`src/hdl/msp_pkg.sv`:
```
// ----------------------------------------------------------------------------
// msp_pkg: shared types, constants and microcode for the motor speed PID
// Field widths, register indexes, control word layout and the control program.
// ----------------------------------------------------------------------------
package msp_pkg;

	// field widths
	localparam int unsigned KEY_W      = 8;
	localparam int unsigned PERIOD_W   = 16;
	localparam int unsigned DUTY_W     = 8;
	localparam int unsigned SP_W       = 10;
	localparam int unsigned SPEED_W    = 10;
	localparam int unsigned CFG_IDX_W  = 3;
	localparam int unsigned CFG_DATA_W = 12;

	// divider geometry: two quotient bits per cycle
	localparam int unsigned DIV_W     = 18;
	localparam int unsigned DEN_W     = 16;
	localparam int unsigned DIV_STEPS = DIV_W / 2;
	localparam int unsigned DIV_CNT_W = $clog2(DIV_STEPS);

	// key commands
	localparam logic [KEY_W-1:0] KEY_UP   = 8'd119;
	localparam logic [KEY_W-1:0] KEY_DOWN = 8'd115;

	// arithmetic constants
	localparam logic [DIV_W-1:0] SPEED_NUM = 18'd1000;
	localparam logic [DEN_W-1:0] DUTY_DEN  = 16'd1000;
	localparam logic [9:0]       TOTAL_MAX = 10'd1000;
	localparam logic [SP_W-1:0]  SP_RESET  = 10'd500;
	localparam logic [31:0]      INT_HI    = 32'h7FFF_FFFF;
	localparam logic [31:0]      INT_LO    = 32'h8000_0000;

	// configuration register indexes
	localparam logic [CFG_IDX_W-1:0] CFG_GAIN_P   = 3'd0;
	localparam logic [CFG_IDX_W-1:0] CFG_GAIN_D   = 3'd1;
	localparam logic [CFG_IDX_W-1:0] CFG_GAIN_I   = 3'd2;
	localparam logic [CFG_IDX_W-1:0] CFG_BAND     = 3'd3;
	localparam logic [CFG_IDX_W-1:0] CFG_SP_STEP  = 3'd4;
	localparam logic [CFG_IDX_W-1:0] CFG_SP_MAX   = 3'd5;

	// configuration register file
	typedef struct packed {
		logic [7:0]  gain_p;
		logic [11:0] gain_d_scaled;
		logic [7:0]  gain_i;
		logic [9:0]  integral_band;
		logic [7:0]  setpoint_step;
		logic [9:0]  setpoint_max;
	} cfg_t;

	localparam cfg_t CFG_RESET = '{
		gain_p:        8'd7,
		gain_d_scaled: 12'd400,
		gain_i:        8'd2,
		integral_band: 10'd20,
		setpoint_step: 8'd20,
		setpoint_max:  10'd1000
	};

	// datapath micro-operations
	typedef enum logic [4:0] {
		OP_NOP,
		OP_FETCH,
		OP_SP_UPD,
		OP_DIV_SPEED,
		OP_SPEED_LD,
		OP_ERR,
		OP_DERR_BAND,
		OP_MUL_I,
		OP_INT_ACC,
		OP_MUL_P,
		OP_ACC_LD,
		OP_MUL_D,
		OP_ACC_ADD,
		OP_CLAMP,
		OP_DIV_DUTY,
		OP_DUTY_LD,
		OP_EMIT
	} op_t;

	// jump conditions
	typedef enum logic [2:0] {
		COND_NONE,
		COND_NO_IN,
		COND_DIV_BUSY,
		COND_OUT_FULL,
		COND_ALWAYS
	} cond_t;

	localparam int unsigned PC_W = 5;

	typedef struct packed {
		op_t             op;
		cond_t           cond;
		logic [PC_W-1:0] target;
	} ucode_t;

	// status fed back from the datapath to the sequencer
	typedef struct packed {
		logic in_valid;
		logic div_busy;
		logic out_full;
	} status_t;

	// program step addresses
	localparam logic [PC_W-1:0] STEP_FETCH      = 5'd0;
	localparam logic [PC_W-1:0] STEP_SP_UPD     = 5'd1;
	localparam logic [PC_W-1:0] STEP_DIV_SPEED  = 5'd2;
	localparam logic [PC_W-1:0] STEP_WAIT_SPEED = 5'd3;
	localparam logic [PC_W-1:0] STEP_SPEED_LD   = 5'd4;
	localparam logic [PC_W-1:0] STEP_ERR        = 5'd5;
	localparam logic [PC_W-1:0] STEP_DERR_BAND  = 5'd6;
	localparam logic [PC_W-1:0] STEP_MUL_I      = 5'd7;
	localparam logic [PC_W-1:0] STEP_INT_ACC    = 5'd8;
	localparam logic [PC_W-1:0] STEP_MUL_P      = 5'd9;
	localparam logic [PC_W-1:0] STEP_ACC_LD     = 5'd10;
	localparam logic [PC_W-1:0] STEP_MUL_D      = 5'd11;
	localparam logic [PC_W-1:0] STEP_ACC_ADD    = 5'd12;
	localparam logic [PC_W-1:0] STEP_CLAMP      = 5'd13;
	localparam logic [PC_W-1:0] STEP_DIV_DUTY   = 5'd14;
	localparam logic [PC_W-1:0] STEP_WAIT_DUTY  = 5'd15;
	localparam logic [PC_W-1:0] STEP_DUTY_LD    = 5'd16;
	localparam logic [PC_W-1:0] STEP_EMIT       = 5'd17;
	localparam logic [PC_W-1:0] STEP_RETURN     = 5'd18;

	// control program: one word per step
	function automatic ucode_t msp_ucode(input logic [PC_W-1:0] step);
		ucode_t uc;
		uc = '{op: OP_NOP, cond: COND_ALWAYS, target: STEP_FETCH};
		case (step)
			STEP_FETCH:      uc = '{op: OP_FETCH,     cond: COND_NO_IN,    target: STEP_FETCH};
			STEP_SP_UPD:     uc = '{op: OP_SP_UPD,    cond: COND_NONE,     target: STEP_FETCH};
			STEP_DIV_SPEED:  uc = '{op: OP_DIV_SPEED, cond: COND_NONE,     target: STEP_FETCH};
			STEP_WAIT_SPEED: uc = '{op: OP_NOP,       cond: COND_DIV_BUSY, target: STEP_WAIT_SPEED};
			STEP_SPEED_LD:   uc = '{op: OP_SPEED_LD,  cond: COND_NONE,     target: STEP_FETCH};
			STEP_ERR:        uc = '{op: OP_ERR,       cond: COND_NONE,     target: STEP_FETCH};
			STEP_DERR_BAND:  uc = '{op: OP_DERR_BAND, cond: COND_NONE,     target: STEP_FETCH};
			STEP_MUL_I:      uc = '{op: OP_MUL_I,     cond: COND_NONE,     target: STEP_FETCH};
			STEP_INT_ACC:    uc = '{op: OP_INT_ACC,   cond: COND_NONE,     target: STEP_FETCH};
			STEP_MUL_P:      uc = '{op: OP_MUL_P,     cond: COND_NONE,     target: STEP_FETCH};
			STEP_ACC_LD:     uc = '{op: OP_ACC_LD,    cond: COND_NONE,     target: STEP_FETCH};
			STEP_MUL_D:      uc = '{op: OP_MUL_D,     cond: COND_NONE,     target: STEP_FETCH};
			STEP_ACC_ADD:    uc = '{op: OP_ACC_ADD,   cond: COND_NONE,     target: STEP_FETCH};
			STEP_CLAMP:      uc = '{op: OP_CLAMP,     cond: COND_NONE,     target: STEP_FETCH};
			STEP_DIV_DUTY:   uc = '{op: OP_DIV_DUTY,  cond: COND_NONE,     target: STEP_FETCH};
			STEP_WAIT_DUTY:  uc = '{op: OP_NOP,       cond: COND_DIV_BUSY, target: STEP_WAIT_DUTY};
			STEP_DUTY_LD:    uc = '{op: OP_DUTY_LD,   cond: COND_NONE,     target: STEP_FETCH};
			STEP_EMIT:       uc = '{op: OP_EMIT,      cond: COND_OUT_FULL, target: STEP_EMIT};
			STEP_RETURN:     uc = '{op: OP_NOP,       cond: COND_ALWAYS,   target: STEP_FETCH};
			default:         uc = '{op: OP_NOP,       cond: COND_ALWAYS,   target: STEP_FETCH};
		endcase
		return uc;
	endfunction

endpackage

```
`src/hdl/msp_if.sv`:
```
// ----------------------------------------------------------------------------
// msp_if: stream channels of the motor speed PID
// Command channel (key and encoder period) and result channel (duty, setpoint,
// speed), each with valid/ready handshake.
// ----------------------------------------------------------------------------
interface msp_cmd_if;
	logic                          valid;
	logic                          ready;
	logic [msp_pkg::KEY_W-1:0]     key_code;
	logic [msp_pkg::PERIOD_W-1:0]  period_ms;

	modport source (output valid, output key_code, output period_ms, input ready);
	modport sink   (input valid, input key_code, input period_ms, output ready);
endinterface

interface msp_rsp_if;
	logic                          valid;
	logic                          ready;
	logic [msp_pkg::DUTY_W-1:0]    pwm_duty;
	logic [msp_pkg::SP_W-1:0]      setpoint_now;
	logic [msp_pkg::SPEED_W-1:0]   measured_speed;

	modport source (output valid, output pwm_duty, output setpoint_now,
		output measured_speed, input ready);
	modport sink   (input valid, input pwm_duty, input setpoint_now,
		input measured_speed, output ready);
endinterface

```
`src/hdl/motor_speed_pid_core.sv`:
```
// ----------------------------------------------------------------------------
// motor_speed_pid_core: PID speed controller for a PWM-driven DC motor
// Microcoded sequencer over a small datapath with a shared iterative divider.
// ----------------------------------------------------------------------------
// Usage:
//   cmd: one transaction per control tick with key_code ('w' raises, 's'
//        lowers the setpoint) and period_ms (encoder period, 0 = stopped).
//   rsp: one transaction per command with pwm_duty, setpoint_now and
//        measured_speed.
//   cfg: write cfg_data to register cfg_index while cfg_we is high; indexes
//        0..5 are gain_p, gain_d_scaled, gain_i, integral_band,
//        setpoint_step, setpoint_max; other indexes are ignored.
// Program: a control program of 19 steps with two passes of the divider
//   (1000/period, then total*255/1000). One command is in work at a time;
//   the next command is taken at the fetch step that follows the emit and
//   return steps, so a result waiting in the output register does not hold
//   up the next command.
// Reset: registers take their default values, setpoint 500, error history
//   and integral cleared. If rsp stalls, the program waits at its emit step
//   until the output register is free.
// ----------------------------------------------------------------------------
module motor_speed_pid_core (
	input  logic                            clk,
	input  logic                            arst_n,
	msp_cmd_if.sink                         cmd,
	msp_rsp_if.source                       rsp,
	input  logic                            cfg_we,
	input  logic [msp_pkg::CFG_IDX_W-1:0]   cfg_index,
	input  logic [msp_pkg::CFG_DATA_W-1:0]  cfg_data
);
	import msp_pkg::*;

	cfg_t    cfg_q;
	op_t     op;
	status_t st;

	// configuration registers
	always_ff @(posedge clk or negedge arst_n) begin
		if (!arst_n) begin
			cfg_q <= CFG_RESET;
		end else if (cfg_we) begin
			case (cfg_index)
				CFG_GAIN_P:  cfg_q.gain_p        <= cfg_data[7:0];
				CFG_GAIN_D:  cfg_q.gain_d_scaled <= cfg_data[11:0];
				CFG_GAIN_I:  cfg_q.gain_i        <= cfg_data[7:0];
				CFG_BAND:    cfg_q.integral_band <= cfg_data[9:0];
				CFG_SP_STEP: cfg_q.setpoint_step <= cfg_data[7:0];
				CFG_SP_MAX:  cfg_q.setpoint_max  <= cfg_data[9:0];
				default: ;
			endcase
		end
	end

	// command is taken only at the fetch step
	assign cmd.ready = (op == OP_FETCH);

	msp_seq u_seq (
		.clk    (clk),
		.arst_n (arst_n),
		.st     (st),
		.op     (op)
	);

	msp_dp u_dp (
		.clk            (clk),
		.arst_n         (arst_n),
		.op             (op),
		.cfg            (cfg_q),
		.in_valid       (cmd.valid),
		.key_code       (cmd.key_code),
		.period_ms      (cmd.period_ms),
		.out_ready      (rsp.ready),
		.st             (st),
		.out_valid      (rsp.valid),
		.pwm_duty       (rsp.pwm_duty),
		.setpoint_now   (rsp.setpoint_now),
		.measured_speed (rsp.measured_speed)
	);

endmodule

```
`src/hdl/msp_div.sv`:
```
// ----------------------------------------------------------------------------
// msp_div: iterative unsigned divider
// Restoring division, two quotient bits per cycle; busy from the cycle after
// start until the quotient is ready.
// ----------------------------------------------------------------------------
module msp_div (
	input  logic                         clk,
	input  logic                         arst_n,
	input  logic                         start,
	input  logic [msp_pkg::DIV_W-1:0]    dividend,
	input  logic [msp_pkg::DEN_W-1:0]    divisor,
	output logic                         busy,
	output logic [msp_pkg::DIV_W-1:0]    quotient
);
	import msp_pkg::*;

	logic                 busy_q;
	logic [DIV_CNT_W-1:0] cnt_q;
	logic [DEN_W-1:0]     rem_q;
	logic [DIV_W-1:0]     quo_q;
	logic [DEN_W-1:0]     den_q;
	logic [DEN_W-1:0]     rem_next;
	logic [DIV_W-1:0]     quo_next;
	logic [DEN_W:0]       trial;

	// two restoring steps per cycle
	always_comb begin
		rem_next = rem_q;
		quo_next = quo_q;
		trial    = '0;
		for (int i = 0; i < 2; i++) begin
			trial    = {rem_next, quo_next[DIV_W-1]};
			quo_next = {quo_next[DIV_W-2:0], 1'b0};
			if (trial >= {1'b0, den_q}) begin
				trial       = trial - {1'b0, den_q};
				quo_next[0] = 1'b1;
			end
			rem_next = trial[DEN_W-1:0];
		end
	end

	// control: busy flag and step count
	always_ff @(posedge clk or negedge arst_n) begin
		if (!arst_n) begin
			busy_q <= 1'b0;
			cnt_q  <= '0;
		end else if (start) begin
			busy_q <= 1'b1;
			cnt_q  <= '0;
		end else if (busy_q) begin
			if (cnt_q == DIV_CNT_W'(DIV_STEPS - 1)) begin
				busy_q <= 1'b0;
			end
			cnt_q <= cnt_q + 1'b1;
		end
	end

	// operands and partial results
	always_ff @(posedge clk) begin
		if (start) begin
			rem_q <= '0;
			quo_q <= dividend;
			den_q <= divisor;
		end else if (busy_q) begin
			rem_q <= rem_next;
			quo_q <= quo_next;
		end
	end

	assign busy     = busy_q;
	assign quotient = quo_q;

	a_no_restart: assert property (@(posedge clk) disable iff (!arst_n)
		start |-> !busy_q)
		else $error("divider restarted while busy");

	a_busy_after_start: assert property (@(posedge clk) disable iff (!arst_n)
		start |=> (busy_q && cnt_q == '0))
		else $error("divider did not start");

endmodule

```
`src/hdl/msp_seq.sv`:
```
// ----------------------------------------------------------------------------
// msp_seq: microcode sequencer
// Step counter over the control program, with conditional jumps on datapath
// status; issues one micro-operation per cycle.
// ----------------------------------------------------------------------------
module msp_seq (
	input  logic              clk,
	input  logic              arst_n,
	input  msp_pkg::status_t  st,
	output msp_pkg::op_t      op
);
	import msp_pkg::*;

	logic [PC_W-1:0] pc_q;
	ucode_t          uc;
	logic            take_jump;

	// control word lookup
	assign uc = msp_ucode(pc_q);
	assign op = uc.op;

	// jump condition
	always_comb begin
		case (uc.cond)
			COND_NONE:     take_jump = 1'b0;
			COND_NO_IN:    take_jump = !st.in_valid;
			COND_DIV_BUSY: take_jump = st.div_busy;
			COND_OUT_FULL: take_jump = st.out_full;
			COND_ALWAYS:   take_jump = 1'b1;
			default:       take_jump = 1'b1;
		endcase
	end

	// step counter
	always_ff @(posedge clk or negedge arst_n) begin
		if (!arst_n) begin
			pc_q <= STEP_FETCH;
		end else if (take_jump) begin
			pc_q <= uc.target;
		end else begin
			pc_q <= pc_q + 1'b1;
		end
	end

	a_fetch_advance: assert property (@(posedge clk) disable iff (!arst_n)
		(uc.op == OP_FETCH && st.in_valid) |=> (pc_q == STEP_SP_UPD))
		else $error("accepted transaction did not start the program");

	a_wait_hold: assert property (@(posedge clk) disable iff (!arst_n)
		(uc.cond == COND_DIV_BUSY && st.div_busy) |=> $stable(pc_q))
		else $error("sequencer left a divider wait early");

endmodule

```
`src/hdl/msp_dp.sv`:
```
// ----------------------------------------------------------------------------
// msp_dp: PID datapath
// Setpoint, error, integral and total registers, one shared multiplier and the
// iterative divider, all steered by the sequencer's micro-operation.
// ----------------------------------------------------------------------------
module msp_dp (
	input  logic                          clk,
	input  logic                          arst_n,
	input  msp_pkg::op_t                  op,
	input  msp_pkg::cfg_t                 cfg,
	input  logic                          in_valid,
	input  logic [msp_pkg::KEY_W-1:0]     key_code,
	input  logic [msp_pkg::PERIOD_W-1:0]  period_ms,
	input  logic                          out_ready,
	output msp_pkg::status_t              st,
	output logic                          out_valid,
	output logic [msp_pkg::DUTY_W-1:0]    pwm_duty,
	output logic [msp_pkg::SP_W-1:0]      setpoint_now,
	output logic [msp_pkg::SPEED_W-1:0]   measured_speed
);
	import msp_pkg::*;

	// state
	logic [SP_W-1:0]      sp_q;
	logic signed [10:0]   perr_q;
	logic signed [31:0]   integ_q;
	logic                 out_valid_q;

	// working registers
	logic [KEY_W-1:0]     key_q;
	logic [PERIOD_W-1:0]  period_q;
	logic [SPEED_W-1:0]   speed_q;
	logic signed [11:0]   err_q;
	logic signed [11:0]   derr_q;
	logic                 band_q;
	logic signed [24:0]   prod_q;
	logic signed [33:0]   acc_q;
	logic [9:0]           tot_q;
	logic [DUTY_W-1:0]    duty_q;
	logic [DUTY_W-1:0]    duty_out_q;
	logic [SP_W-1:0]      sp_out_q;
	logic [SPEED_W-1:0]   speed_out_q;

	// combinational
	logic [SP_W:0]        sp_up_sum;
	logic [SP_W-1:0]      sp_next;
	logic signed [11:0]   err_next;
	logic signed [11:0]   derr_next;
	logic [11:0]          err_mag;
	logic [11:0]          mul_a;
	logic signed [11:0]   mul_b;
	logic signed [24:0]   mul_res;
	logic signed [32:0]   int_sum;
	logic [31:0]          int_sat;
	logic [9:0]           tot_next;
	logic [DIV_W-1:0]     duty_num;
	logic                 div_start;
	logic                 div_busy;
	logic [DIV_W-1:0]     div_quo;
	logic                 fetch;
	logic                 emit;

	assign fetch = (op == OP_FETCH) && in_valid;
	assign emit  = (op == OP_EMIT) && !out_valid_q;

	// setpoint step with saturation
	assign sp_up_sum = {1'b0, sp_q} + {3'b000, cfg.setpoint_step};
	always_comb begin
		sp_next = sp_q;
		if (key_q == KEY_UP) begin
			if (sp_q < cfg.setpoint_max) begin
				sp_next = (sp_up_sum > {1'b0, cfg.setpoint_max}) ?
					cfg.setpoint_max : sp_up_sum[SP_W-1:0];
			end
		end else if (key_q == KEY_DOWN) begin
			if (sp_q != '0) begin
				sp_next = (sp_q > {2'b00, cfg.setpoint_step}) ?
					sp_q - {2'b00, cfg.setpoint_step} : '0;
			end
		end
	end

	// error, its change and the band test
	assign err_next  = $signed({2'b00, sp_q}) - $signed({2'b00, speed_q});
	assign derr_next = err_q - {perr_q[10], perr_q};
	assign err_mag   = err_q[11] ? 12'(-err_q) : err_q;

	// shared multiplier: gain times error or error change
	always_comb begin
		case (op)
			OP_MUL_I: mul_a = {4'b0000, cfg.gain_i};
			OP_MUL_P: mul_a = {4'b0000, cfg.gain_p};
			default:  mul_a = cfg.gain_d_scaled;
		endcase
	end
	assign mul_b   = (op == OP_MUL_D) ? derr_q : err_q;
	assign mul_res = $signed({1'b0, mul_a}) * mul_b;

	// integral accumulate with 32-bit saturation
	assign int_sum = {integ_q[31], integ_q} + {{8{prod_q[24]}}, prod_q};
	always_comb begin
		if (int_sum[32] != int_sum[31]) begin
			int_sat = int_sum[32] ? INT_LO : INT_HI;
		end else begin
			int_sat = int_sum[31:0];
		end
	end

	// clamp of the total to 0..1000
	always_comb begin
		if (acc_q[33]) begin
			tot_next = '0;
		end else if ((acc_q[32:10] != '0) || (acc_q[9:0] > TOTAL_MAX)) begin
			tot_next = TOTAL_MAX;
		end else begin
			tot_next = acc_q[9:0];
		end
	end

	// total times 255 for the duty division
	assign duty_num = {tot_q, 8'h00} - {8'h00, tot_q};

	// divider: speed first, duty later
	assign div_start = (op == OP_DIV_SPEED) || (op == OP_DIV_DUTY);

	msp_div u_div (
		.clk      (clk),
		.arst_n   (arst_n),
		.start    (div_start),
		.dividend ((op == OP_DIV_DUTY) ? duty_num : SPEED_NUM),
		.divisor  ((op == OP_DIV_DUTY) ? DUTY_DEN : period_q),
		.busy     (div_busy),
		.quotient (div_quo)
	);

	// controller state and output valid
	always_ff @(posedge clk or negedge arst_n) begin
		if (!arst_n) begin
			sp_q        <= SP_RESET;
			perr_q      <= '0;
			integ_q     <= '0;
			out_valid_q <= 1'b0;
		end else begin
			case (op)
				OP_SP_UPD:  sp_q    <= sp_next;
				OP_INT_ACC: integ_q <= band_q ? $signed(int_sat) : '0;
				OP_DUTY_LD: perr_q  <= err_q[10:0];
				default: ;
			endcase
			if (emit) begin
				out_valid_q <= 1'b1;
			end else if (out_ready) begin
				out_valid_q <= 1'b0;
			end
		end
	end

	// working registers, one micro-operation per cycle
	always_ff @(posedge clk) begin
		if (fetch) begin
			key_q    <= key_code;
			period_q <= period_ms;
		end
		case (op)
			OP_SPEED_LD:  speed_q <= (period_q == '0) ? '0 : div_quo[SPEED_W-1:0];
			OP_ERR:       err_q   <= err_next;
			OP_DERR_BAND: begin
				derr_q <= derr_next;
				band_q <= err_mag < {2'b00, cfg.integral_band};
			end
			OP_MUL_I,
			OP_MUL_P,
			OP_MUL_D:     prod_q  <= mul_res;
			OP_ACC_LD:    acc_q   <= {{2{integ_q[31]}}, integ_q} + {{9{prod_q[24]}}, prod_q};
			OP_ACC_ADD:   acc_q   <= acc_q + {{9{prod_q[24]}}, prod_q};
			OP_CLAMP:     tot_q   <= tot_next;
			OP_DUTY_LD:   duty_q  <= div_quo[DUTY_W-1:0];
			default: ;
		endcase
		if (emit) begin
			duty_out_q  <= duty_q;
			sp_out_q    <= sp_q;
			speed_out_q <= speed_q;
		end
	end

	assign st.in_valid  = in_valid;
	assign st.div_busy  = div_busy;
	assign st.out_full  = out_valid_q;

	assign out_valid      = out_valid_q;
	assign pwm_duty       = duty_out_q;
	assign setpoint_now   = sp_out_q;
	assign measured_speed = speed_out_q;

	a_emit_only: assert property (@(posedge clk) disable iff (!arst_n)
		$rose(out_valid_q) |-> $past(op == OP_EMIT))
		else $error("result raised outside the emit step");

	a_band_clear: assert property (@(posedge clk) disable iff (!arst_n)
		(op == OP_INT_ACC && !band_q) |=> (integ_q == '0))
		else $error("integral not cleared outside the band");

endmodule

```
`src/flat_wrapper.sv`:
```
// flat-port wrapper written by rule: the top's interface ports become plain ports
module motor_speed_pid_core_flat import msp_pkg::*;
  (clk, arst_n, cfg_we, cfg_index, cfg_data, cmd_valid, cmd_key_code, cmd_period_ms, cmd_ready, rsp_valid, rsp_pwm_duty, rsp_setpoint_now, rsp_measured_speed, rsp_ready);
  msp_cmd_if cmd_i ();
  msp_rsp_if rsp_i ();
  input  logic clk;
  input  logic arst_n;
  input  logic cfg_we;
  input  logic [msp_pkg::CFG_IDX_W-1:0] cfg_index;
  input  logic [msp_pkg::CFG_DATA_W-1:0] cfg_data;
  input wire logic [$bits(cmd_i.valid)-1:0] cmd_valid;
  input wire logic [$bits(cmd_i.key_code)-1:0] cmd_key_code;
  input wire logic [$bits(cmd_i.period_ms)-1:0] cmd_period_ms;
  output wire logic [$bits(cmd_i.ready)-1:0] cmd_ready;
  output wire logic [$bits(rsp_i.valid)-1:0] rsp_valid;
  output wire logic [$bits(rsp_i.pwm_duty)-1:0] rsp_pwm_duty;
  output wire logic [$bits(rsp_i.setpoint_now)-1:0] rsp_setpoint_now;
  output wire logic [$bits(rsp_i.measured_speed)-1:0] rsp_measured_speed;
  input wire logic [$bits(rsp_i.ready)-1:0] rsp_ready;
  assign cmd_i.valid = cmd_valid;
  assign cmd_i.key_code = cmd_key_code;
  assign cmd_i.period_ms = cmd_period_ms;
  assign cmd_ready = cmd_i.ready;
  assign rsp_valid = rsp_i.valid;
  assign rsp_pwm_duty = rsp_i.pwm_duty;
  assign rsp_setpoint_now = rsp_i.setpoint_now;
  assign rsp_measured_speed = rsp_i.measured_speed;
  assign rsp_i.ready = rsp_ready;
  motor_speed_pid_core u_core (.clk(clk), .arst_n(arst_n), .cmd(cmd_i), .rsp(rsp_i), .cfg_we(cfg_we), .cfg_index(cfg_index), .cfg_data(cfg_data));
endmodule
```
`config.mk`:
```
export PLATFORM = sky130hd
export DESIGN_NAME = motor_speed_pid_core_flat
export DESIGN_NICKNAME = d
export VERILOG_FILES = /design/src/hdl/msp_pkg.sv /design/src/hdl/msp_if.sv /design/src/hdl/motor_speed_pid_core.sv /design/src/hdl/msp_div.sv /design/src/hdl/msp_seq.sv /design/src/hdl/msp_dp.sv /design/src/flat_wrapper.sv
export SDC_FILE = /design/constraint.sdc
export NUM_CORES = 1
export LEC_CHECK = 0
export BUFFER_PORTS_ARGS = -buffer_cell sky130_fd_sc_hd__buf_2
export CAP_MARGIN = 25
export CORE_ASPECT_RATIO = 1.2
export CORE_MARGIN = 2
export CORE_UTILIZATION = 40
export CTS_BUF_LIST = sky130_fd_sc_hd__clkbuf_4
export CTS_CLUSTER_SIZE = 8
export DETAILED_ROUTE_END_ITERATION = 8
export PLACE_DENSITY_LB_ADDON = 0.05
export SYNTH_ARGS = -nofsm -noshare
export SYNTH_HDL_FRONTEND = slang
export SYNTH_SLANG_ARGS = --single-unit
```
`constraint.sdc`:
```
create_clock -name clk -period 8.8 [get_ports clk]
set_input_delay 1.76 -clock clk [delete_from_list [all_inputs] [get_ports clk]]
set_output_delay 1.76 -clock clk [all_outputs]
set_load 0.05 [all_outputs]
```
==> impl_metrics.env, run 1 <==
export IMPL_status="complete, no violations"
export IMPL_rsz0062_at_grt="no"
export IMPL_ys_async_sr_fraction=0.360
export IMPL_synth_compound_gate_area_share=0.148
export IMPL_cts_root_buffer="clkbuf_4"
export IMPL_wl_per_cell_um=18.4
export IMPL_grt_overflow=0
export IMPL_initial_utilization=0.403
export IMPL_cp_required_ns=9.34
export IMPL_port_buffers=73
export IMPL_wl_mm=66.1
export IMPL_synth_top_family_by_area="adder cells"
export IMPL_synth_avg_cell_area_um2=9.87
export IMPL_grt_use_total=0.208
export IMPL_die_area_um2=65500
export IMPL_synthMuxAreaShare=0.0436
export IMPL_arrival_ns=8.51
export IMPL_tightest_slew_ns=0.997
export IMPL_numCtsBuffers=93
export IMPL_cts_tree="built"
export IMPL_antenna_found_initial=2
export IMPL_fmax_mhz=125
export IMPL_yosysSeqAreaShare=0.365
export IMPL_slowest_stage="fa_1"
export IMPL_path_clk_slew_ns=0.07
export IMPL_via_per_inst=5.29
export IMPL_period_minus_slack_ns=7.97
export IMPL_synth_fa_ha_area_frac=0.211
export IMPL_syn_inst=2572
export IMPL_ctsHtreeMaxLevel=3
export IMPL_post_cts_setup_buffer_count=0
export IMPL_final_cell_mix="293 x inv_1, 287 x nand2_1, 253 x ha_1, 197 x edfxtp_1, 157 x o21ai_0"
export IMPL_dr_pass1_iters=7
export IMPL_relSlewSlack=0.329
export IMPL_dpl_hpwl_mm=50.8
export IMPL_grt_pass1_vias=19900
export IMPL_area_growth_pct=10.3
export IMPL_clockBufferDepth=3
export IMPL_grt_pass1_wl_mm=106
export IMPL_die_w_um=234
export IMPL_worstSetupStartpointType="register"
export IMPL_synth_fp_nets=2978
export IMPL_drc=0
export IMPL_mostFrequentLayoutCell="inv_1"
export IMPL_worstHoldPathType="register to register"
export IMPL_place_congestion=0.871
export IMPL_synth_area_leader_cell="edfxtp_1"
export IMPL_syn_area_um2=25400
export IMPL_netlist_top_cells_area="edfxtp_1 23%, ha_1 12%, dfrtp_1 9.6%, fa_1 8.6%, inv_1 4.3%"
export IMPL_layout_drive_gt1_share=0.134
export IMPL_cp_end_kind="register"
export IMPL_insertion_delay_ns=0.87
export IMPL_drtIter0Drc=798
export IMPL_finalSetupViolCount=0
export IMPL_rows=101
export IMPL_synth_enable_flop_cells=197
export IMPL_vias=19000
export IMPL_die_y_um=280
export IMPL_critPathKind="register to register"
export IMPL_ys_flop_type="edfxtp_1"
export IMPL_core_um2=63100
export IMPL_ant_nets=0
export IMPL_grt_max_degree=70
export IMPL_post_route_period_util=0.906
export IMPL_synth_top_cell_area_share=0.233
export IMPL_cts_resized=0
export IMPL_hold_viol_final=0
export IMPL_yosysUniqueCellTypes=85
export IMPL_crit_path_frequent_cell="fa_1"
export IMPL_finalMaxSlewViolations=0
export IMPL_path_max_fanout=15
export IMPL_clock_skew_ns=0.0712
export IMPL_fin_nets=3097
export IMPL_yosys_area_share_simple=0.130
export IMPL_setup_tns_ns=0
export IMPL_cts_hold_buf=0
export IMPL_io_pins=74
export IMPL_synth_xor_area_share=0.0469
export IMPL_slowest_delay_ns=0.55
export IMPL_yosysWarningCount=0
export IMPL_cts_sinks=333
export IMPL_ys_seq_elements=333
export IMPL_max_cap_violations=0
cell type report:
class | count | area [um2]
Fill cell | 6159 | 35100
Multi-Input combinational cell | 1873 | 14700
Sequential cell | 333 | 9270
Inverter | 294 | 1100
Clock buffer | 144 | 1080
Tap cell | 824 | 1030
Timing Repair Buffer | 96 | 586
Clock inverter | 30 | 176
Antenna cell | 2 | 5.00
worst max-delay path: cells and delay by family (launching register included):
family	cells	cell delay [ns]
AOI/OAI and AO/OA	4	0.94
xor gates and xnor gates	1	0.09
adders and majority gates	7	3.25
buffers and inverters	6	0.73
DFF	1	0.44
and+or+nand+nor	10	2.18
worst paths after layout:
check                                            from                       to  slack, ns  depth (start not counted)
worst min-delay path            u_core.u_dp.duty_q[5]  u_core.u_dp.pwm_duty[5]       0.42                          0
worst max-delay path             u_core.u_seq.pc_q[0]   u_core.u_dp.prod_q[22]       0.83                         28
min in group asynchronous                      arst_n         u_core.cfg_q[10]       0.90                          1
worst max register to register   u_core.u_seq.pc_q[0]   u_core.u_dp.prod_q[22]       0.83                         28
worst min register to register  u_core.u_dp.duty_q[5]  u_core.u_dp.pwm_duty[5]       0.42                          0
max in group asynchronous                      arst_n  u_core.u_dp.integ_q[18]       6.53                          2
metrics by stage:
step / hold slack, ns / cell area, um2 / utilization / setup slack, ns / cells
after floorplan: 0.400 / 25400 / - / 1.77 / 2572
after global placement: 0.408 / 26700 / 0.423 / 1.11 / 3416
after detailed placement: 0.405 / 26700 / 0.423 / 0.924 / 3418
after CTS: 0.421 / 27900 / 0.443 / 0.823 / 3592
after global routing: 0.436 / 28000 / 0.444 / 0.277 / 3596
final: 0.420 / 28000 / 0.444 / 0.830 / 3596
synth_stat cells (20+ instances only):
cell type  number
fa_1          109
mux2i_1        33
dfstp_2        23
nand2b_1       32
nor2_1        143
xnor2_1        88
nand2_1       287
nand3_1        25
edfxtp_1      197
ha_1          253
o21ai_0       158
xor2_1         48
nor3_1         26
nor2b_1        22
and2_1         57
a21o_1         58
nor4_1         20
mux2_2         68
inv_1         293
a221o_1        29
clkbuf_1       60
dfrtp_1        97
a21oi_1       128
metal layers:
metal / global-route usage / vias to the layer above / share of wire
li1: - / 9341 / -
met1: 0.251 / 9275 / 0.44
met2: 0.370 / 296 / 0.50
met3: 0.0315 / 117 / 0.032
met4: 0.0763 / 0 / 0.028
met5: 0 / - / 0
registers in the layout, summed over array words and instances (netlist names), 16 cells and up:
register / count
u_core.cfg_q: 56
u_core.u_dp.acc_q: 34
u_core.u_dp.integ_q: 32
u_core.u_dp.period_q: 16
u_core.u_dp.prod_q: 25
u_core.u_dp.u_div.den_q: 16
u_core.u_dp.u_div.quotient: 18
u_core.u_dp.u_div.rem_q: 16
cell families after synthesis:
logic type | Yosys count
simple gates | 700
compound gates | 573
buf+inv | 366
fa+ha+maj | 362
flops | 333
xor+xnor | 136
mux | 102
Power of run 1 is not shown: default switching activity piles up to over one toggle a cycle in this logic, so the estimate is an artifact.
==> inputs of run 2 (changes only) <==
--- a/config.mk
+++ b/config.mk
@@ -10,7 +10,7 @@
 export CORE_ASPECT_RATIO = 1.2
 export CORE_MARGIN = 2
 export CORE_UTILIZATION = 40
-export CTS_BUF_LIST = sky130_fd_sc_hd__clkbuf_4
+export CTS_BUF_LIST = sky130_fd_sc_hd__clkbuf_8
 export CTS_CLUSTER_SIZE = 8
 export DETAILED_ROUTE_END_ITERATION = 8
 export PLACE_DENSITY_LB_ADDON = 0.05
==> impl_metrics.env, run 2 (synthesis gave the netlist of run 1 again) <==
export IMPL_cts_sinks=333
export IMPL_antenna_found_initial=1
export IMPL_fmax_mhz=126
export IMPL_path_clk_slew_ns=0.06
export IMPL_largest_reg_flops=56
export IMPL_wl_mm=65.8
export IMPL_port_buffers=73
export IMPL_grt_pass1_vias=19600
export IMPL_layout_drive_gt1_share=0.116
export IMPL_mostFrequentLayoutCell="inv_1"
export IMPL_insertion_delay_ns=0.71
export IMPL_rsz0062_at_grt="no"
export IMPL_ctsHtreeMaxLevel=2
export IMPL_dpl_hpwl_mm=50.8
export IMPL_die_w_um=234
export IMPL_slowest_stage="fa_1"
export IMPL_worstSetupStartpointType="register"
export IMPL_vias=18800
export IMPL_arrival_ns=8.34
export IMPL_core_um2=63100
export IMPL_cp_end_kind="register"
export IMPL_regMostFlops="u_core.cfg_q"
export IMPL_fin_nets=3065
export IMPL_finalSetupViolCount=0
export IMPL_final_cell_mix="310 x inv_1, 287 x nand2_1, 253 x ha_1, 197 x edfxtp_1, 157 x o21ai_0"
export IMPL_io_pins=74
export IMPL_cp_startpoint="u_core.u_seq.pc_q[0]"
export IMPL_clockBufferDepth=3
export IMPL_area_growth_pct=10.5
export IMPL_grt_overflow=0
export IMPL_numCtsBuffers=61
export IMPL_final_fill_count=6098
export IMPL_grt_max_degree=70
export IMPL_drc=0
export IMPL_path_max_fanout=15
export IMPL_initial_utilization=0.403
export IMPL_critPathKind="register to register"
export IMPL_via_per_inst=5.31
export IMPL_period_minus_slack_ns=7.91
export IMPL_setup_tns_ns=0
export IMPL_dr_pass1_iters=5
export IMPL_cp_required_ns=9.22
export IMPL_grt_pass1_wl_mm=106
export IMPL_r2r_slack_ns=0.89
export IMPL_relSlewSlack=0.357
export IMPL_cts_tree="built"
export IMPL_die_y_um=280
export IMPL_place_congestion=0.871
export IMPL_cts_root_buffer="clkbuf_8"
export IMPL_largestRegisters="u_core.cfg_q (56), u_core.u_dp.acc_q (34), u_core.u_dp.integ_q (32)"
export IMPL_max_cap_violations=0
export IMPL_post_cts_setup_buffer_count=0
export IMPL_worst_hold_slack_ns=0.418
export IMPL_clock_skew_ns=0.0388
export IMPL_die_area_um2=65500
export IMPL_rows=101
export IMPL_hold_viol_final=0
export IMPL_cts_hold_buf=0
export IMPL_finalMaxSlewViolations=0
export IMPL_critical_path_endpoint="u_core.u_dp.prod_q[22]"
export IMPL_seq_area_um2=9270
export IMPL_r2r_cells=28
export IMPL_grt_use_total=0.205
export IMPL_status="complete, no violations"
export IMPL_rr_endpoint="u_core.u_dp.prod_q[22]"
export IMPL_tightest_slew_ns=0.960
export IMPL_slowest_delay_ns=0.56
export IMPL_cts_resized=0
export IMPL_post_route_period_util=0.899
export IMPL_worstHoldPathType="register to register"
export IMPL_wl_per_cell_um=18.6
export IMPL_rr_startpoint="u_core.u_seq.pc_q[0]"
export IMPL_multi_input_area_um2=14700
export IMPL_ant_nets=0
export IMPL_crit_path_frequent_cell="fa_1"
export IMPL_drtIter0Drc=873
run 2: cell types whose count changed in the layout (fill, tap and decap cells not counted), moves of 2 or more:
cell / change
clkinv_2: +13
inv_6: -3
clkbuf_4: -144
clkinv_1: -18
clkbuf_8: +73
bufinv_16: +3
clkinv_8: -2
inv_1: +17
run 2: cell type report:
class,instances,share of cell area
diodes,2,0.000178
clock inverters,43,0.0111
inverters,294,0.0393
well taps,824,0.0368
clock buffers,73,0.0358
flip-flops and latches,333,0.330
multi-input cells,1873,0.526
repair buffers,96,0.0209
run 2: per-layer routing:
metal	vias up	share of wire	wire length (um)	track usage
li1	9228	-	-	-
met1	9171	0.44	28900	0.254
met2	270	0.50	33100	0.369
met3	109	0.029	1930	0.0260
met4	0	0.029	1910	0.0648
met5	-	0	0	0
run 2: how the worst min path moves through the flow:
stage	startpoint	to	cells past startpoint
4_1_cts	u_core.u_dp.duty_q[5]	u_core.u_dp.pwm_duty[5]	0
5_1_grt	u_core.u_dp.duty_q[7]	u_core.u_dp.pwm_duty[7]	0
6_report	u_core.u_dp.duty_q[5]	u_core.u_dp.pwm_duty[5]	0
3_3_place_gp	u_core.u_dp.duty_q[1]	u_core.u_dp.pwm_duty[1]	0
3_5_place_dp	u_core.u_dp.duty_q[5]	u_core.u_dp.pwm_duty[5]	0
2_1_floorplan	u_core.u_dp.duty_q[0]	u_core.u_dp.pwm_duty[0]	0
run 2: stage by stage:
step | cell area [um2] | utilization | setup WS, ns | instances
floorplan | 25400 | - | 1.77 | 2572
global placement | 26700 | 0.423 | 1.11 | 3416
detailed placement | 26700 | 0.423 | 0.924 | 3418
CTS | 28000 | 0.444 | 0.890 | 3534
global route | 28100 | 0.445 | 0.331 | 3538
finish | 28100 | 0.445 | 0.885 | 3538
run 2: worst max-delay path, delay by kind of cell, from the launching register on:
kind | cells | cell delay, ns
adder cells (fa/ha/maj) | 7 | 3.26
AND/OR/NAND/NOR | 10 | 2.18
AO/OA/AOI/OAI | 4 | 0.93
buffers and inverters | 6 | 0.74
flip-flops | 1 | 0.43
XOR/XNOR | 1 | 0.09
Power of run 2 is left out for the same reason.
==> inputs of run 3 (changes only) <==
--- a/config.mk
+++ b/config.mk
@@ -8,7 +8,7 @@
 export BUFFER_PORTS_ARGS = -buffer_cell sky130_fd_sc_hd__buf_2
 export CAP_MARGIN = 25
 export CORE_ASPECT_RATIO = 1.2
-export CORE_MARGIN = 2
+export CORE_MARGIN = 1.5
 export CORE_UTILIZATION = 40
 export CTS_BUF_LIST = sky130_fd_sc_hd__clkbuf_8
 export CTS_CLUSTER_SIZE = 8
==> impl_metrics.env, run 3 (synthesis gave the netlist of run 1 again) <==
export IMPL_initial_utilization=0.403
export IMPL_critPathKind="register to register"
export IMPL_die_w_um=233
export IMPL_tightest_slew_ns=0.959
export IMPL_die_y_um=279
export IMPL_max_cap_violations=0
export IMPL_crit_buf_inv=5
export IMPL_worstSetupStartpointType="register"
export IMPL_cp_end_kind="register"
export IMPL_relSlewSlack=0.361
export IMPL_post_route_period_util=0.894
export IMPL_largestRegisters="u_core.cfg_q (56), u_core.u_dp.acc_q (34), u_core.u_dp.integ_q (32)"
export IMPL_design_area_um2=28100
export IMPL_area_growth_pct=10.8
export IMPL_io_pins=74
export IMPL_slowest_delay_ns=0.60
export IMPL_dr_pass1_iters=6
export IMPL_dp_cells=3421
export IMPL_clockBufferDepth=3
export IMPL_rsz0062_at_grt="no"
export IMPL_dpl_hpwl_mm=50.5
export IMPL_regMostFlops="u_core.cfg_q"
export IMPL_final_cell_mix="320 x inv_1, 287 x nand2_1, 253 x ha_1, 197 x edfxtp_1, 157 x o21ai_0"
export IMPL_numCtsBuffers=66
export IMPL_stdcell_count=3544
export IMPL_path_max_fanout=15
export IMPL_finalMaxSlewViolations=0
export IMPL_vias=18700
export IMPL_ant_nets=0
export IMPL_grt_overflow=0
export IMPL_post_cts_setup_buffer_count=0
export IMPL_fin_nets=3073
export IMPL_wl_per_cell_um=18.6
export IMPL_clock_skew_ns=0.0457
export IMPL_grt_pass1_vias=19700
export IMPL_drtIter0Drc=931
export IMPL_grt_max_degree=67
export IMPL_crit_path_frequent_cell="fa_1"
export IMPL_cp_required_ns=9.20
export IMPL_via_per_inst=5.29
export IMPL_arrival_ns=8.26
export IMPL_insertion_delay_ns=0.67
export IMPL_place_congestion=0.865
export IMPL_status="complete, no violations"
export IMPL_cts_sinks=333
export IMPL_mostFrequentLayoutCell="inv_1"
export IMPL_layout_drive_gt1_share=0.114
export IMPL_grt_pass1_wl_mm=106
export IMPL_die_area_um2=65000
export IMPL_port_buffers=73
export IMPL_rows=101
export IMPL_slowest_stage="nor2_1"
export IMPL_antenna_found_initial=1
export IMPL_cp_top_family="adder cells"
export IMPL_largest_reg_flops=56
export IMPL_setup_tns_ns=0
export IMPL_cts_root_buffer="clkbuf_8"
export IMPL_drc=0
export IMPL_cts_tree="built"
export IMPL_period_minus_slack_ns=7.86
export IMPL_grt_use_total=0.209
export IMPL_ctsHtreeMaxLevel=3
export IMPL_path_clk_slew_ns=0.08
export IMPL_cts_resized=0
export IMPL_hold_viol_final=0
export IMPL_finalSetupViolCount=0
export IMPL_cts_hold_buf=0
export IMPL_fmax_mhz=127
export IMPL_wl_mm=65.8
export IMPL_core_um2=63100
export IMPL_placed_cell_area_um2=26700
export IMPL_worstHoldPathType="register to register"
export IMPL_worst_hold_slack_ns=0.415
[run 3: area by class of cell]
class                           count  area, um2
Tap cell                          824       1030
Sequential cell                   333       9270
Clock inverter                     48        372
Timing Repair Buffer               99        612
Clock buffer                       72        991
Multi-Input combinational cell   1873      14700
Antenna cell                        1       2.50
Inverter                          294       1100
Fill cell                        6126      34900
[run 3: stage by stage]
stage / utilization / setup WS, ns
CTS: 0.445 / 0.867
detailed placement: 0.423 / 0.904
global route: 0.446 / 0.186
floorplan: - / 1.77
global placement: 0.423 / 1.16
finish: 0.446 / 0.935
[run 3: final timing paths]
path	to	cells past startpoint	slack, ns	start
max	u_core.u_dp.prod_q[22]	27	0.94	u_core.u_seq.pc_q[0]
min	u_core.u_dp.pwm_duty[6]	0	0.42	u_core.u_dp.duty_q[6]
min in group asynchronous	u_core.cfg_q[36]	1	1.10	arst_n
max in group asynchronous	u_core.u_seq.pc_q[4]	2	6.34	arst_n
max reg2reg	u_core.u_dp.prod_q[22]	27	0.94	u_core.u_seq.pc_q[0]
min reg2reg	u_core.u_dp.pwm_duty[6]	0	0.42	u_core.u_dp.duty_q[6]
[run 3: layer usage]
layer  track usage  up-vias  part of all wire
met1         0.257     9183              0.44
met2         0.374      255              0.51
li1              -     9212                 -
met3        0.0246       95             0.026
met5             0        -                 0
met4        0.0716        0             0.025
[run 3: worst reg2reg max path, cell delays in order, from the launching register on]
cell,delay (ns)
dfrtp_1,0.44
inv_1,0.11
ha_1,0.31
a211oi_1,0.08
a211oi_1,0.41
nand2b_1,0.25
nor2_1,0.13
nor2_1,0.61
buf_4,0.31
and2_1,0.44
nand2_1,0.15
fa_1,0.56
inv_1,0.05
fa_1,0.51
fa_1,0.44
fa_1,0.55
inv_1,0.05
fa_1,0.53
inv_1,0.04
ha_1,0.33
and2_1,0.18
nand2_1,0.12
a211oi_1,0.25
nand3b_1,0.17
nor3b_1,0.25
nor2_1,0.08
a21oi_1,0.17
xor2_1,0.09
Power of run 3 is left out for the same reason.
